$ cat src/design/fbpq_pkg.sv
`default_nettype none

package fbpq_pkg;

   // Request codes
   localparam logic [2:0] OP_PUSH_FRONT = 3'd0;
   localparam logic [2:0] OP_PUSH_BACK  = 3'd1;
   localparam logic [2:0] OP_POP_FRONT  = 3'd2;
   localparam logic [2:0] OP_PEEK_FRONT = 3'd3;
   localparam logic [2:0] OP_EMPTY_Q    = 3'd4;
   localparam logic [2:0] OP_DUMP       = 3'd5;

   // Result status codes
   localparam logic [1:0] ST_OK    = 2'd0;
   localparam logic [1:0] ST_EMPTY = 2'd1;
   localparam logic [1:0] ST_FULL  = 2'd2;

   localparam int unsigned WORD_W = 32;

   typedef logic [WORD_W-1:0] word_type;

endpackage

`default_nettype wire

$ cat src/design/fbpq_store.sv
`default_nettype none

module fbpq_store
   import fbpq_pkg::*;
#(
   parameter int unsigned DEPTH = 16
) (
   input  wire logic                     clock,
   input  wire logic                     wr_en,
   input  wire logic                     rd_en,
   input  wire logic [$clog2(DEPTH)-1:0] addr,
   input  wire word_type                 wr_data,
   output word_type                      rd_data
);

   word_type mem [DEPTH];
   word_type rd_data_ff;

   // Write one word, or read one word into the output register
   always_ff @(posedge clock) begin
      if (wr_en) begin
         mem[addr] <= wr_data;
      end
      if (rd_en) begin
         rd_data_ff <= mem[addr];
      end
   end

   assign rd_data = rd_data_ff;

endmodule

`default_nettype wire

$ cat src/design/fbpq_ctrl.sv
`default_nettype none

module fbpq_ctrl
   import fbpq_pkg::*;
#(
   parameter int unsigned DEPTH = 16
) (
   input  wire logic                     clock,
   input  wire logic                     reset,
   input  wire logic                     req_valid,
   output logic                          req_ready,
   input  wire logic [2:0]               req_type,
   input  wire word_type                 req_word,
   output logic                          rsp_valid,
   input  wire logic                     rsp_ready,
   output logic [1:0]                    rsp_status,
   output word_type                      rsp_word,
   output logic                          rsp_last,
   output logic                          mem_wr_en,
   output logic                          mem_rd_en,
   output logic [$clog2(DEPTH)-1:0]      mem_addr,
   output word_type                      mem_wr_data,
   input  wire word_type                 mem_rd_data
);

   localparam int unsigned IDX_W = $clog2(DEPTH);
   localparam int unsigned CNT_W = $clog2(DEPTH + 1);
   localparam int unsigned SUM_W = CNT_W + 1;

   typedef enum logic [4:0] {
      S_IDLE  = 5'b00001,
      S_EXEC  = 5'b00010,
      S_FETCH = 5'b00100,
      S_READ  = 5'b01000,
      S_RESP  = 5'b10000
   } state_type;

   state_type         state_ff, state_in;
   logic [IDX_W-1:0]  head_ff, head_in;
   logic [CNT_W-1:0]  count_ff, count_in;
   logic [CNT_W-1:0]  idx_ff, idx_in;
   logic [2:0]        op_ff, op_in;
   word_type          word_ff, word_in;
   logic [1:0]        status_ff, status_in;
   word_type          value_ff, value_in;
   logic              last_ff, last_in;

   logic [CNT_W-1:0]  ring_off;
   logic [SUM_W-1:0]  ring_sum;
   logic [IDX_W-1:0]  ring_pos;
   logic              is_full;
   logic              is_empty;
   logic              is_push;

   assign is_full  = (count_ff == CNT_W'(DEPTH));
   assign is_empty = (count_ff == '0);
   assign is_push  = (op_ff == OP_PUSH_FRONT) || (op_ff == OP_PUSH_BACK);

   // Pick the ring offset for the shared position unit
   always_comb begin
      ring_off = idx_ff;
      unique case (state_ff)
         S_EXEC: begin
            if (op_ff == OP_PUSH_FRONT) begin
               ring_off = CNT_W'(DEPTH - 1);
            end else begin
               ring_off = count_ff;
            end
         end
         S_READ:  ring_off = CNT_W'(1);
         default: ring_off = idx_ff;
      endcase
   end

   // Shared ring position unit: add, then wrap with one compare and subtract
   always_comb begin
      ring_sum = SUM_W'(head_ff) + SUM_W'(ring_off);
      if (ring_sum >= SUM_W'(DEPTH)) begin
         ring_sum = ring_sum - SUM_W'(DEPTH);
      end
      ring_pos = ring_sum[IDX_W-1:0];
   end

   // Sequencer
   always_comb begin
      state_in    = state_ff;
      head_in     = head_ff;
      count_in    = count_ff;
      idx_in      = idx_ff;
      op_in       = op_ff;
      word_in     = word_ff;
      status_in   = status_ff;
      value_in    = value_ff;
      last_in     = last_ff;
      mem_wr_en   = 1'b0;
      mem_rd_en   = 1'b0;
      mem_addr    = ring_pos;
      mem_wr_data = word_ff;

      unique case (state_ff)
         S_IDLE: begin
            // Take the request word
            if (req_valid) begin
               op_in    = req_type;
               word_in  = req_word;
               state_in = S_EXEC;
            end
         end
         S_EXEC: begin
            status_in = ST_OK;
            value_in  = '0;
            last_in   = 1'b1;
            idx_in    = '0;
            priority if (is_push) begin
               if (is_full) begin
                  status_in = ST_FULL;
                  state_in  = S_RESP;
               end else begin
                  mem_wr_en = 1'b1;
                  if (op_ff == OP_PUSH_FRONT) begin
                     head_in = ring_pos;
                  end
                  count_in = count_ff + CNT_W'(1);
                  state_in = S_IDLE;
               end
            end else if (op_ff == OP_POP_FRONT || op_ff == OP_PEEK_FRONT ||
                         op_ff == OP_DUMP) begin
               if (is_empty) begin
                  status_in = ST_EMPTY;
                  state_in  = S_RESP;
               end else begin
                  state_in = S_FETCH;
               end
            end else if (op_ff == OP_EMPTY_Q) begin
               value_in = word_type'(is_empty);
               state_in = S_RESP;
            end else begin
               // Drop unused request codes
               state_in = S_IDLE;
            end
         end
         S_FETCH: begin
            mem_rd_en = 1'b1;
            state_in  = S_READ;
         end
         S_READ: begin
            status_in = ST_OK;
            value_in  = mem_rd_data;
            if (op_ff == OP_DUMP) begin
               last_in = (idx_ff + CNT_W'(1) == count_ff);
            end else begin
               last_in = 1'b1;
            end
            // Advance the head on a pop
            if (op_ff == OP_POP_FRONT) begin
               head_in  = ring_pos;
               count_in = count_ff - CNT_W'(1);
            end
            state_in = S_RESP;
         end
         S_RESP: begin
            // Hold the result word until taken
            if (rsp_ready) begin
               if (op_ff == OP_DUMP && !last_ff && status_ff == ST_OK) begin
                  idx_in   = idx_ff + CNT_W'(1);
                  state_in = S_FETCH;
               end else begin
                  state_in = S_IDLE;
               end
            end
         end
         default: state_in = S_IDLE;
      endcase
   end

   // Control registers
   always_ff @(posedge clock) begin
      if (reset) begin
         state_ff <= S_IDLE;
         head_ff  <= '0;
         count_ff <= '0;
      end else begin
         state_ff <= state_in;
         head_ff  <= head_in;
         count_ff <= count_in;
      end
   end

   // Payload registers
   always_ff @(posedge clock) begin
      idx_ff    <= idx_in;
      op_ff     <= op_in;
      word_ff   <= word_in;
      status_ff <= status_in;
      value_ff  <= value_in;
      last_ff   <= last_in;
   end

   assign req_ready  = (state_ff == S_IDLE);
   assign rsp_valid  = (state_ff == S_RESP);
   assign rsp_status = status_ff;
   assign rsp_word   = value_ff;
   assign rsp_last   = last_ff;

`ifndef SYNTHESIS
   a_count_bound: assert property (@(posedge clock) disable iff (reset)
      count_ff <= CNT_W'(DEPTH))
      else $error("occupancy exceeds depth");

   a_write_not_full: assert property (@(posedge clock) disable iff (reset)
      mem_wr_en |-> !is_full)
      else $error("write into full store");

   a_push_grows: assert property (@(posedge clock) disable iff (reset)
      mem_wr_en |=> count_ff == $past(count_ff) + CNT_W'(1))
      else $error("push did not grow occupancy");

   a_error_is_last: assert property (@(posedge clock) disable iff (reset)
      (rsp_valid && rsp_status != ST_OK) |-> rsp_last)
      else $error("error status not marked last");

   a_read_nonempty: assert property (@(posedge clock) disable iff (reset)
      mem_rd_en |-> !is_empty)
      else $error("read from empty store");
`endif

endmodule

`default_nettype wire

$ cat src/design/front_back_push_queue.sv
`default_nettype none
// Push: the EXEC state after accept writes the store; the next request is taken back in IDLE.
// Empty query, full push and empty pop/peek/dump: result goes from EXEC straight to RESP.
// Pop, peek: result valid after the EXEC, FETCH and READ states (one registered store read).
// Dump: first word via EXEC, FETCH, READ; after each word is taken, the next via FETCH, READ.
// One request at a time; the sequencer and its ring position adder set the pace.
// Synchronous active-high reset empties the queue; stored words stay undefined.

module front_back_push_queue
   import fbpq_pkg::*;
#(
   parameter int unsigned DEPTH = 16
) (
   input  wire logic               clock,
   input  wire logic               reset,
   input  wire logic               req_valid,
   output logic                    req_ready,
   input  wire logic [2:0]         req_type,
   input  wire logic signed [31:0] req_push_value,
   output logic                    rsp_valid,
   input  wire logic               rsp_ready,
   output logic [1:0]              rsp_status,
   output logic signed [31:0]      rsp_out_value,
   output logic                    rsp_last
);

   localparam int unsigned IDX_W = $clog2(DEPTH);

   logic              mem_wr_en;
   logic              mem_rd_en;
   logic [IDX_W-1:0]  mem_addr;
   word_type          mem_wr_data;
   word_type          mem_rd_data;
   word_type          rsp_word;

   fbpq_ctrl #(
      .DEPTH(DEPTH)
   ) u_ctrl (
      .clock       (clock),
      .reset       (reset),
      .req_valid   (req_valid),
      .req_ready   (req_ready),
      .req_type    (req_type),
      .req_word    (word_type'(req_push_value)),
      .rsp_valid   (rsp_valid),
      .rsp_ready   (rsp_ready),
      .rsp_status  (rsp_status),
      .rsp_word    (rsp_word),
      .rsp_last    (rsp_last),
      .mem_wr_en   (mem_wr_en),
      .mem_rd_en   (mem_rd_en),
      .mem_addr    (mem_addr),
      .mem_wr_data (mem_wr_data),
      .mem_rd_data (mem_rd_data)
   );

   fbpq_store #(
      .DEPTH(DEPTH)
   ) u_store (
      .clock   (clock),
      .wr_en   (mem_wr_en),
      .rd_en   (mem_rd_en),
      .addr    (mem_addr),
      .wr_data (mem_wr_data),
      .rd_data (mem_rd_data)
   );

   assign rsp_out_value = $signed(rsp_word);

endmodule

`default_nettype wire
$ cat config.mk
export PLATFORM = sky130hd
export DESIGN_NAME = front_back_push_queue
export DESIGN_NICKNAME = d
export VERILOG_FILES = /design/src/design/fbpq_pkg.sv /design/src/design/fbpq_store.sv /design/src/design/fbpq_ctrl.sv /design/src/design/front_back_push_queue.sv
export SDC_FILE = /design/constraint.sdc
export NUM_CORES = 1
export LEC_CHECK = 0
export BUFFER_PORTS_ARGS = -buffer_cell sky130_fd_sc_hd__buf_2
export CAP_MARGIN = 20
export CORE_ASPECT_RATIO = 0.6
export CORE_UTILIZATION = 41
export CTS_CLUSTER_SIZE = 25
export DETAILED_ROUTE_END_ITERATION = 7
export PLACE_DENSITY = 0.67
export SYNTH_ARGS = -nofsm -noshare
export SYNTH_HDL_FRONTEND = slang
export SYNTH_SLANG_ARGS = --single-unit
$ cat constraint.sdc
create_clock -name clock -period 9.15 [get_ports clock]
set_input_delay 1.3725 -clock clock [delete_from_list [all_inputs] [get_ports clock]]
set_output_delay 1.3725 -clock clock [all_outputs]
set_load 0.005 [all_outputs]
; Word-level counts from Yosys, hierarchy flattened
; Memory sizes are Yosys's and may differ from the RTL's. A register that Yosys moved wholly into a read port is not among the register bits.
; Index checks and enable logic that the tools add are counted.
; Widths: inputs -> output; s select.
[word_totals]
regBits = 89
mem_bits_rw = 512
inputBits = 39
out_inout_bits = 37
word_cells = 92
n_memories = 1
[classes]
n_addsub = 5
order_cmp = 1
eq_ne = 19
n_mux = 41
n_reduce_logical = 16
[mem_list]
columns = memory, words, word_bits, read_ports, rd_ports_with_merged_regs, wr, line_no
row1 = u_store.mem, 16, 32, 1, 1, 1, fbpq_store.sv:16  ; word_type mem [DEPTH];
[ops]
columns = operator, count
row1 = $mux 5, 13
row2 = $mux 32, 2
row3 = $pmux 32 s2, 1
row4 = $pmux 5 s2, 3
row5 = $pmux 5 s5, 1
row6 = $mux 4, 5
row7 = $add 5x1->5 const B, 2
row8 = $eq 5x5->1 const B, 2
row9 = $ne 2x1->1 const B, 5
row10 = $mux 1, 9
row11 = $pmux 4 s2, 1
row12 = $add 4x5->6, 1
row13 = $eq 3x2->1 const B, 2
row14 = $eq 3x3->1 const B, 2
row15 = $ge 6x5->1 const B, 1
row16 = $mux 2, 3
row17 = $eq 5x1->1 const B, 1
row18 = $eq 5x2->1 const B, 1
row19 = $eq 5x3->1 const B, 1
row20 = $eq 5x4->1 const B, 1
row21 = $eq 5x5->1, 1
row22 = $logic_not 5->1, 1
row23 = $reduce_and 5->1, 1
row24 = $sub 5x1->5 const B, 1
row25 = 15 further kinds, 21

; Logic depth before layout (Yosys ltp)
; Gate-level depths: netlist of run 1.
[logic_depth]
depth_word = 10
ltp_mapped = 14
mapped_depth_nobuf = 11

; Modules after synthesis
; From an unflattened synthesis of run 1, not the netlist that was laid out.
[unflattened]
cells_unflattened = 1107
area_unflattened_um2 = 23872.9
[by_module_without_submodules]
columns = module, n_inst, cells_each, area_per_inst_um2, seq_area_each_um2
row1 = fbpq_store, 1, 840, 20183.1, 16335.7
row2 = fbpq_ctrl, 1, 267, 3689.8, 2532.4

; Worst setup path after synthesis of run 1
; No wires, ideal clock.
[synth_timing]
kind = register to register
start = reg u_ctrl.state_ff[0]
end = mem u_store.mem[0][0] (netlist bit), enable pin
setup_ps = 461
t_arrival_ps = 5462
t_required_ps = 8689
setup_slack_ps = 3227
path_stages_with_launch = 13
path_buffers = 2
period_less_slack_ps = 5923
cell_sequence = dfxtp_1 > buf_2 > nor4_1 > nand2_1 > a21oi_1 > a31oi_1 > ha_1 > and3_1 > or3_1 > a211oi_1 > buf_2 > nor2_1 > nor3_1
[synth_between]
elab_chain_len = 5
elab_cells_between_ends = 10
classes_between = add/sub: 2 / order compare: 1 / eq/ne: 2 / mux: 5
[synth_lines]
columns = item, line_no
row1 = "start, declared", fbpq_ctrl.sv:38  ; state_type state_ff, state_in;
row2 = "start signal, assigned", fbpq_ctrl.sv:183  ; state_ff <= state_in;
row3 = $eq 5x4->1 / $eq 5x2->1 (equally long branches), "fbpq_ctrl.sv:62, fbpq_ctrl.sv:100"
row4 = $pmux 5 s2, fbpq_ctrl.sv:62  ; unique case (state_ff)
row5 = $add 4x5->6, fbpq_ctrl.sv:77  ; ring_sum = SUM_W'(head_ff) + SUM_W'(ring_off);
row6 = $ge 6x5->1 / $sub 4x1->4 (equally long branches), "fbpq_ctrl.sv:78, fbpq_ctrl.sv:79"
row7 = $mux 4, fbpq_ctrl.sv:78  ; if (ring_sum >= SUM_W'(DEPTH)) begin
row8 = "end, declared", fbpq_store.sv:16
; Several ways; a longest one is shown, not always the timed one.

; Worst setup path after layout of run 1
[layout_timing]
start = reg u_ctrl.state_ff[3]
end = mem u_store.mem[14][1] (netlist bit), enable pin
; The elaborated chain is that of the path after synthesis.

==> results of run 1 <==
[worst max-delay path, cell delays in order, from the launching register on]
cell	delay (ns)
dfxtp_1	0.30
buf_4	0.25
or4b_4	0.60
nor2_2	0.34
a21oi_1	0.08
a31oi_1	0.23
ha_1	0.38
and3_1	0.24
o21ai_0	0.55
a211o_2	0.91
nand2_1	0.51
nor3_2	0.54
buf_4	0.47
[per-stage QoR]
stage                     power [mW]  instances  hold slack (ns)
after floorplan                 3.47       1200            0.454
after global placement          3.61       1989            0.486
after detailed placement        3.62       1989            0.488
after CTS                       5.86       2095            0.506
after global routing            5.98       2095            0.544
final                           5.81       2095            0.514
[power groups by stage]
stage,registers (mW),logic (mW),clock network (mW)
2_1_floorplan,3.32,0.158,0
3_3_place_gp,3.36,0.246,0
3_5_place_dp,3.37,0.248,0
4_1_cts,3.31,0.249,2.30
5_1_grt,3.31,0.266,2.40
6_report,3.31,0.251,2.25
[sequential cells by signal, summed over array words and instances (netlist names)]
name and count:
u_ctrl.count_ff 5, u_ctrl.head_ff 4, u_ctrl.idx_ff 5, u_ctrl.mem_wr_data 32, u_ctrl.op_ff 3, u_ctrl.rsp_last 1
u_ctrl.rsp_status 2, u_ctrl.rsp_word 32, u_ctrl.state_ff 5, u_store.mem 512, u_store.rd_data 32
[cell usage after synthesis (3+ instances only)]
cell,count,area share
nand2_1,12,0.0018
edfxtp_1,619,0.76
nand3_1,8,0.0016
a31oi_1,3,0.00077
nor3_1,18,0.0037
nand4_1,96,0.025
buf_2,18,0.0037
nand2b_1,4,0.0010
dfxtp_1,14,0.011
inv_1,9,0.0014
mux2i_1,5,0.0020
mux4_2,128,0.12
o211ai_1,67,0.021
nor2_1,18,0.0028
nor4_1,6,0.0015
a211oi_1,3,0.00092
ha_1,7,0.0036
o21ai_0,5,0.0010
xor2_1,6,0.0021
a21oi_1,9,0.0018
clkbuf_1,64,0.0098
and3_1,33,0.0084
nor2b_1,4,0.0010
or3_1,3,0.00077
xnor2_1,9,0.0032
[cell usage in the layout, fill, tap and decap left out, drive strengths merged, types with 4 or more instances in the layout]
cell type and instances:
a21oi 11, and3 33, buf 104, clkbuf 71, clkinv 26, clkinvlp 4
dfxtp 14, edfxtp 619, ha 7, inv 12, mux2i 5, mux4 128
nand2 12, nand2b 4, nand3 8, nand4 96, nor2 19, nor2b 4
nor3 18, nor4 6, o211ai 67, o21ai 5, xnor2 9, xor2 6
[metal layers]
metal / part of all wire / global-route usage / vias to the layer above
met2: 0.37 / 0.237 / 804
li1: - / - / 5229
met5: 0.0040 / 0.0300 / -
met3: 0.15 / 0.0765 / 71
met4: 0.013 / 0.0300 / 4
met1: 0.46 / 0.348 / 6597
[logic make-up (layout without fill, tap and decap cells)]
kind of cell	count (synthesis)	after routing	synth area share
AOI/OAI and AO/OA	99	99	0.0297
xor gates and xnor gates	15	15	0.00537
adders and majority gates	9	9	0.00522
buffers and inverters	94	219	0.0160
DFF	633	633	0.771
muxes	134	134	0.120
and+or+nand+nor	216	216	0.0520
[path summary, 6_finish.rpt]
check                              endpoint                       startpoint
max            u_store.mem[14][1]$_DFFE_PP_  u_ctrl.state_ff[3]$_SDFFE_PP0P_
max reg2reg    u_store.mem[14][1]$_DFFE_PP_  u_ctrl.state_ff[3]$_SDFFE_PP0P_
min reg2reg  u_ctrl.head_ff[3]$_SDFFE_PP0P_   u_ctrl.head_ff[3]$_SDFFE_PP0P_
min          u_ctrl.head_ff[3]$_SDFFE_PP0P_   u_ctrl.head_ff[3]$_SDFFE_PP0P_
[final cells by class]
class                           instances  area [µm²]
Fill cell                            4798       30700
Sequential cell                       633       18900
Multi-Input combinational cell        473        5350
Clock buffer                           71        1480
Tap cell                              770         963
Timing Repair Buffer                  104         606
Clock inverter                         35         238
Inverter                                9        33.8
==> metrics.cfg, run 1 <==
[yosys]
synth_seq_area_share = 0.771
synth_nets = 1248
synth.distinct_cells = 50
yosysWarnings = 0
syn_area_per_cell_um2 = 20.4
ys_ff_latch = 633
async_flop_share = 0
synth_flop_cell = edfxtp_1
syn_inst = 1200
synth_edf_count = 619
syn_area_um2 = 24500

[clock_tree]
cts.sinks = 633
clock_latency_ns = 0.61
clockBufferDepth = 3
cts_tree = built
clk_pin_slew_ns = 0.07
post_cts.repair.setup_buffers = 0
clockRootBuffer = clkbuf_16
htreeDepth = 2
cts_hold_buf = 0
cts_made_buffers = 56
cts_resized = 0

[die]
dieArea_um2 = 60700
dieHeight_um = 191
die_w_um = 317
start_util = 0.420
ios = 76
rows = 68
core_area_um2 = 58200

[power_and_ir_drop]
p_comb_frac = 0.043
p_leak_nw = 8.65
p_int_mw = 4.53
clkPwrFrac = 0.388
irDropWorstVdd_mv = 0.152
power_frac_seq = 0.569
power_switching_mw = 1.29
power.density_nw_per_um2 = 211
swShare = 0.222

[sta]
finalCriticalPeriod_ns = 5.81
setup-violations-final = 0
fmax_mhz = 172
finalClockSkew_ns = 0.0260
min_period_over_period = 0.635
hold_viol_final = 0
final_max_slew_viol_count = 0
relSlewSlack = 0.316
tns_ns = 0
tightest_slew_ns = 1.03
rsz0062_at_grt = false
worst_slack_ns = 3.34

[setup_path]
reg2reg_depth = 12
start_kind = flop
ff2ff_setup_slack_ns = 3.34
critPathKind = flop to flop
endpoint_kind = flop
crit_arrival_ns = 6.05
critPathMaxFanout = 65
crit_required_ns = 9.39

[layout]
synthToLayoutAreaGrowth_pct = 12.6
final_core_util = 0.473
post-route-cell-area_um2 = 27500
n_antenna_cell = 0
drive_gt1_frac = 0.260
final_nets = 1325

[detailed_routing]
viasPerCell = 6.06
first_iter_violations = 2082
remaining_drc_errors = 0
drtPass1Iterations = 6
routedWlPerCell_um = 29.2
postRouteAntennaNets = 0
routed_wl_mm = 61.1
num_vias = 12705

[grt]
grt_usage = 0.204
antenna_found_initial = 2
grt_pass1_vias = 11977
grt-ovfl-total = 0
grt_max_degree = 97
grt_pass1_wl_mm = 87.3

[min_path]
hold_class = flop to flop
whs_path_depth = 2

[place]
gp_congestion = 0.878
port_buffers = 75
placed_area_um2 = 25800
hpwl_mm = 39.3
place_ws_ns = 3.58

[flow_run]
cap_violations = 0

[run_status]
status = finished, final reports clean

No activity file was read; power rests on OpenSTA's default activity.
==> inputs of run 2 (changes only) <==
Settings changed: ABC_AREA from default to 1.
Clock period 9.15 ns to 5.6 ns, I/O delays scaled along.
==> run 2 against run 1 <==
Against the previous run:
- setup slack worse by 2.7 ns
- largest power group unchanged
- non-clock buffer count rose by 3
- largest cell class unchanged
- via count grew 18%
- combinational power grew to 2.9 times the previous value
- count of clock-buffer cells in the layout is 3 lower
- area after synthesis shrank 0.15%
- utilization increased by 0.31 points
- register-to-register slack lost 2.7 ns
- sequential power is 63% higher
- global-route usage down 0.62 points
- final area is 0.66% higher
- die area is 0.15% lower
==> metrics.cfg, run 2 <==
[die]
core_area_um2 = 58200  ; unchanged
dieArea_um2 = 60600  ; -0.15%
start_util = 0.420  ; -0.000645
rows = 68  ; unchanged
dieHeight_um = 191  ; about the same
ios = 76  ; unchanged
die_w_um = 317  ; about the same

[yosys]
synth_flop_cell = edfxtp_1
syn_inst = 1890  ; +57%
synth_largest_area_cell = edfxtp_1
synth.most_common_cell = nand2_1
syn_area_um2 = 24400  ; -0.15%
synth_nets = 1938  ; +55%
async_flop_share = 0  ; unchanged
synth.distinct_cells = 29  ; -42%
synth_edf_count = 619  ; unchanged
ys_ff_latch = 633  ; unchanged
synthTopCellsByCount = 742 x nand2_1, 619 x edfxtp_1, 103 x nand4_1
yosysWarnings = 0  ; unchanged
synth_seq_area_share = 0.773  ; +0.00119
syn_area_per_cell_um2 = 12.9  ; -37%
synthTopCellsByArea = edfxtp_1 76%, nand2_1 11%, nand4_1 2.6%
yosys.area.top_type_share = 0.761  ; +0.00117

[setup_path]
crit_required_ns = 5.91  ; -3.48 ns
endpoint_kind = flop
start_kind = flop
cp_common_cell = nand2_1
r2r_start = u_ctrl.state_ff[1]$_SDFFE_PP0P_
cpPeakStageDelay_ns = 0.88  ; -0.03 ns
reg2reg_depth = 16  ; +4
crit_arrival_ns = 5.25  ; -0.80 ns
critPathKind = flop to flop
cpMaxStageDelayCell = nor2_4
critPathMaxFanout = 35  ; -46%
path_cells = inv_1 -> nor2_1 -> nand3_2 -> nand2_2 -> o21ai_0 -> ha_1 -> a21oi_1 -> nand2_1 -> nand2_1 -> nand2_1 -> inv_1 -> nand2_4 -> nand2_4 -> nand2_1 -> nor2_4 -> buf_4
ff2ff_setup_slack_ns = 0.66  ; -2.67 ns
r2r_end = u_store.mem[8][16]$_DFFE_PP_

[power_and_ir_drop]
p_int_mw = 7.66  ; +69%
p_leak_nw = 9.98  ; +15%
power_frac_seq = 0.538  ; -0.031
irDropWorstVdd_mv = 0.236  ; +55%
swShare = 0.234  ; +0.0121
power.density_nw_per_um2 = 360  ; +71%
power_mw = 9.99  ; +72%
p_comb_frac = 0.074  ; +0.031
clkPwrFrac = 0.388  ; about the same
power_switching_mw = 2.33  ; +81%

[grt]
grt_pass1_vias = 14859  ; +24%
grt_max_degree = 129  ; +33%
grt_pass1_wl_mm = 90.4  ; +3.6%
antenna_found_initial = 0  ; -2
grt_usage = 0.198  ; -0.00617
grt-ovfl-total = 0  ; unchanged

[layout]
top_register = u_store.mem
post-route-cell-area_um2 = 27700  ; +0.66%
n_antenna_cell = 0  ; unchanged
final_nets = 2019  ; +52%
largest_reg_flops = 512  ; unchanged
final_core_util = 0.476  ; +0.00314
layout_common_cells = 742 x nand2_1, 619 x edfxtp_1, 103 x nand4_1
layout.cells.most_common = nand2_1
final_cells = 2787  ; +33%
synthToLayoutAreaGrowth_pct = 13.5
drive_gt1_frac = 0.111  ; -0.149

[place]
hpwl_mm = 33.2  ; -16%
gp_congestion = 0.849  ; -3.3%
port_buffers = 75  ; unchanged
placedCellCount = 2684  ; +35%
placed_area_um2 = 25900  ; +0.29%

[sta]
relSlewSlack = 0.314  ; -0.00224
final_max_slew_viol_count = 0  ; unchanged
rsz0062_at_grt = false
tns_ns = 0  ; unchanged
finalClockSkew_ns = 0.0181  ; -0.00785 ns
hold_viol_final = 0  ; unchanged
finalCriticalPeriod_ns = 4.94  ; -0.876 ns
setup-violations-final = 0  ; unchanged
fmax_mhz = 203  ; +18%
min_period_over_period = 0.882  ; +0.246
tightest_slew_ns = 1.03  ; +0.000921 ns

[clock_tree]
clock_latency_ns = 0.61  ; about the same
clockRootBuffer = clkbuf_16
htreeDepth = 2  ; unchanged
cts_made_buffers = 55  ; -1.8%
cts_resized = 0  ; unchanged
post_cts.repair.setup_buffers = 0  ; unchanged
clk_pin_slew_ns = 0.07  ; about the same
cts_hold_buf = 0  ; unchanged
cts_tree = built
clockBufferDepth = 3  ; unchanged
cts.sinks = 633  ; unchanged

[detailed_routing]
remaining_drc_errors = 0  ; unchanged
num_vias = 14953  ; +18%
first_iter_violations = 1822  ; -12%
drtPass1Iterations = 8  ; +2
viasPerCell = 5.37  ; -12%
routedWlPerCell_um = 21.2  ; -27%
postRouteAntennaNets = 0  ; unchanged
routed_wl_mm = 59.2  ; -3.1%

[min_path]
hold_class = primary input to flop
whs_path_depth = 1  ; -1
hold_end = u_ctrl.mem_wr_data[15]$_DFFE_PP_
hp-start = req_push_value[15]

[run_status]
status = finished, final reports clean

[flow_run]
cap_violations = 0  ; unchanged

-- run 2: cell count changes in the layout (fill, tap and decap cells not counted), moves of 47 or more --
| cell | delta |
|---|---|
| o211ai_1 | -67 |
| a22oi_1 | +60 |
| mux4_2 | -128 |
| inv_1 | +61 |
| nand3_1 | +47 |
| nor2_1 | +52 |
| nand2_1 | +730 |
-- run 2: per-layer routing --
| layer | GRT usage | vias up | share of wire |
|---|---|---|---|
| li1 | - | 6789 | - |
| met4 | 0.0451 | 0 | 0.015 |
| met2 | 0.288 | 696 | 0.43 |
| met3 | 0.0507 | 64 | 0.10 |
| met1 | 0.296 | 7404 | 0.45 |
| met5 | 0 | - | 0 |
-- run 2: worst max path at each step --
stage	startpoint	endpoint	slack (ns)	depth (start not counted)
2_1_floorplan	u_ctrl.state_ff[2]$_SDFFE_PP0P_	u_store.mem[0][0]$_DFFE_PP_	0.97	13
3_3_place_gp	u_ctrl.state_ff[1]$_SDFFE_PP0P_	u_store.mem[8][13]$_DFFE_PP_	0.92	16
3_5_place_dp	u_ctrl.state_ff[1]$_SDFFE_PP0P_	u_store.mem[8][13]$_DFFE_PP_	0.70	16
4_1_cts	u_ctrl.state_ff[1]$_SDFFE_PP0P_	u_store.mem[8][16]$_DFFE_PP_	0.69	16
5_1_grt	u_ctrl.state_ff[1]$_SDFFE_PP0P_	u_store.mem[8][16]$_DFFE_PP_	0.45	16
6_report	u_ctrl.state_ff[1]$_SDFFE_PP0P_	u_store.mem[8][16]$_DFFE_PP_	0.66	16
-- run 2: cell type report --
| type | count | area [µm²] |
|---|---|---|
| flip-flops and latches | 633 | 18900 |
| clock inverters | 35 | 378 |
| fillers | 5110 | 30500 |
| multi-input cells | 1099 | 5070 |
| repair buffers | 107 | 716 |
| clock buffers | 68 | 1450 |
| inverters | 75 | 284 |
| well taps | 770 | 963 |
-- run 2: logic make-up (layout without fill, tap and decap cells) --
group	Yosys count	after routing	synth area share
AND/OR/NAND/NOR	1004	1004	0.170
adder cells (fa/ha/maj)	9	9	0.00523
AO/OA/AOI/OAI	77	77	0.0221
buffers and inverters	158	285	0.0267
flip-flops	633	633	0.773
XOR/XNOR	9	9	0.00323
-- run 2: through the flow --
stage | hold slack (ns) | worst slack (ns)
after detailed placement | 0.520 | 0.701
final | 0.406 | 0.662
after floorplan | 0.493 | 0.968
after global routing | 0.378 | 0.452
after CTS | 0.371 | 0.693
after global placement | 0.508 | 0.921
-- run 2: critical path, delay by kind of cell, from the launching register on --
| kind | cells | cell delay (ns) |
|---|---|---|
| buf+inv | 3 | 0.49 |
| compound gates | 2 | 0.38 |
| simple gates | 10 | 2.99 |
| fa+ha+maj | 1 | 0.39 |
| flops | 1 | 0.37 |
-- run 2: power groups by stage --
| stage | Combinational [mW] | Sequential (mW) | Clock (mW) |
|---|---|---|---|
| after floorplan | 0.490 | 5.43 | 0 |
| after global placement | 0.723 | 5.48 | 0 |
| after detailed placement | 0.731 | 5.48 | 0 |
| after CTS | 0.736 | 5.38 | 3.94 |
| after global routing | 0.818 | 5.38 | 4.13 |
| final | 0.736 | 5.38 | 3.88 |
==> inputs of run 3 (changes only) <==
Settings changed: ABC_AREA 1 to default.
==> run 3 against run 2 <==
Against the previous run:
- final cell count shrank 25%
- flip-flop and latch count is the same
- worst hold slack lost 0.0081 ns
- fmax shrank 2.2%
- critical path depth shrank 5
- sequential share of layout area shrank 0.19 points
- total power shrank 4.3%
==> metrics.cfg, run 3 (synthesis results as in run 1) <==
[sta]
tightest_slew_ns = 1.09  ; +0.0629 ns
tns_ns = 0  ; unchanged
rsz0062_at_grt = false
finalCriticalPeriod_ns = 5.05  ; +0.111 ns
min_period_over_period = 0.901  ; +0.0198
finalClockSkew_ns = 0.0289  ; +0.0108 ns
setup-violations-final = 0  ; unchanged
final_max_slew_viol_count = 0  ; unchanged
fmax_mhz = 198  ; -2.2%
hold_viol_final = 0  ; unchanged
relSlewSlack = 0.270  ; -0.0443
whs_ns = 0.398  ; -0.00805 ns

[die]
start_util = 0.420  ; +0.000645
die_w_um = 317  ; about the same
dieHeight_um = 191  ; about the same
rows = 68  ; unchanged
dieArea_um2 = 60700  ; +0.15%
core_area_um2 = 58200  ; unchanged
ios = 76  ; unchanged

[power_and_ir_drop]
power_mw = 9.56  ; -4.3%
irDropWorstVdd_mv = 0.274  ; +16%
p_leak_nw = 8.78  ; -12%
power.density_nw_per_um2 = 344  ; -4.6%

[layout]
multi_input_area_um2 = 5400  ; +6.6%
final_core_util = 0.478  ; +0.00133
post-route-cell-area_um2 = 27800  ; +0.28%
n_antenna_cell = 0  ; unchanged
ff_latch_area_um2 = 18900  ; unchanged
layout_common_cells = 619 x edfxtp_1, 128 x mux4_2, 96 x nand4_1
num-fill-cells = 4758  ; -6.9%
drive_gt1_frac = 0.265  ; +0.155
top_register = u_store.mem
synthToLayoutAreaGrowth_pct = 13.7
layout.cells.most_common = edfxtp_1
largest_reg_flops = 512  ; unchanged
final_nets = 1336  ; -34%

[grt]
grt_usage = 0.184  ; -0.0137
antenna_found_initial = 1  ; +1
grt_pass1_vias = 12451  ; -16%
grt_pass1_wl_mm = 81.7  ; -9.6%
grt-ovfl-total = 0  ; unchanged
grt_max_degree = 89  ; -31%

[place]
gp_congestion = 0.823  ; -3.1%
placed_area_um2 = 26000  ; +0.43%
hpwl_mm = 30.6  ; -7.8%
port_buffers = 75  ; unchanged

[setup_path]
r2r_start = u_ctrl.state_ff[2]$_SDFFE_PP0P_
critPathKind = flop to flop
r2r_end = u_store.mem[5][4]$_DFFE_PP_
ff2ff_setup_slack_ns = 0.55  ; -0.11 ns
critPathMaxFanout = 23  ; -34%
endpoint_kind = flop
crit_arrival_ns = 5.29  ; +0.04 ns
crit_required_ns = 5.84  ; -0.07 ns
reg2reg_depth = 11  ; -5
start_kind = flop

[clock_tree]
clockRootBuffer = clkbuf_16
clockBufferDepth = 3  ; unchanged
cts_made_buffers = 54  ; -1.8%
cts_resized = 0  ; unchanged
clock_latency_ns = 0.61  ; about the same
cts.sinks = 633  ; unchanged
cts_hold_buf = 0  ; unchanged
cts_tree = built
clk_pin_slew_ns = 0.07  ; about the same
post_cts.repair.setup_buffers = 0  ; unchanged
htreeDepth = 2  ; unchanged

[min_path]
hp-start = req_push_value[6]
whs_path_depth = 1  ; unchanged
hold_end = u_ctrl.mem_wr_data[6]$_DFFE_PP_
hold_class = primary input to flop

[detailed_routing]
drtPass1Iterations = 7  ; -1
viasPerCell = 5.92  ; +10%
postRouteAntennaNets = 0  ; unchanged
routedWlPerCell_um = 26.2  ; +24%
first_iter_violations = 1390  ; -24%
remaining_drc_errors = 0  ; unchanged
routed_wl_mm = 55.1  ; -6.9%
num_vias = 12436  ; -17%

[run_status]
status = finished, final reports clean

[flow_run]
cap_violations = 0  ; unchanged

-- run 3: cell count changes in the layout (fill, tap and decap cells not counted), sizes merged, moves of 7 or more --
cell,previous run,this run
nor3,2,18
nand3,58,8
nor2,93,19
o211ai,0,67
inv,75,11
a22oi,60,0
and3,0,33
nand4,103,96
xnor2,2,9
mux4,0,128
nand2,747,12
buf,107,117
-- run 3: per-stage QoR --
stage | setup slack [ns] | instances
after CTS | 0.561 | 2100
after detailed placement | 0.631 | 2002
after global routing | 0.350 | 2100
after global placement | 0.760 | 2001
final | 0.552 | 2100
after floorplan | -0.323 | 1200
-- run 3: worst max-delay path by stage --
stage                                         start  cells after the start                      endpoint  slack (ns)
detailed placement  u_ctrl.state_ff[2]$_SDFFE_PP0P_                     11  u_store.mem[5][15]$_DFFE_PP_        0.63
global route        u_ctrl.state_ff[2]$_SDFFE_PP0P_                     11   u_store.mem[5][4]$_DFFE_PP_        0.35
finish              u_ctrl.state_ff[2]$_SDFFE_PP0P_                     11   u_store.mem[5][4]$_DFFE_PP_        0.55
global placement    u_ctrl.state_ff[2]$_SDFFE_PP0P_                     11  u_store.mem[5][11]$_DFFE_PP_        0.76
CTS                 u_ctrl.state_ff[2]$_SDFFE_PP0P_                     11   u_store.mem[5][4]$_DFFE_PP_        0.56
floorplan           u_ctrl.state_ff[0]$_SDFFE_PP1P_                     12   u_store.mem[0][0]$_DFFE_PP_       -0.32
-- run 3: layout make-up --
type	instances	area share
clock buffer	67	0.0504
multi-input combinational	473	0.194
timing repair buffer	117	0.0266
clock inverter	31	0.0141
sequential	633	0.679
inverter	9	0.00122
tap	770	0.0347
-- run 3: where the power goes --
| group | leakage (nW) | switching, mW | internal [mW] |
|---|---|---|---|
| clock network | 0.865 | 1.67 | 2.15 |
| logic | 2.23 | 0.220 | 0.155 |
| registers | 5.69 | 0.0898 | 5.27 |
-- run 3: layer usage --
layer  vias to the layer above  global-route usage  share of wire
li1                       5249                   -              -
met1                      6574               0.287           0.46
met2                       559               0.265           0.44
met3                        52              0.0449          0.091
met4                         2              0.0289          0.010
met5                         -                   0        0.00013
-- run 3: worst max-delay path, cell delays in order, from the launching register on --
cell and delay (ns):
dfxtp_1 0.40, or4b_4 0.61, nor2_2 0.34, a21oi_1 0.10, a31oi_1 0.20, ha_1 0.37, and3_1 0.22, o21ai_0 0.51
o211a_2 0.31, nor2_1 0.17, nor3_2 0.93, buf_4 0.52
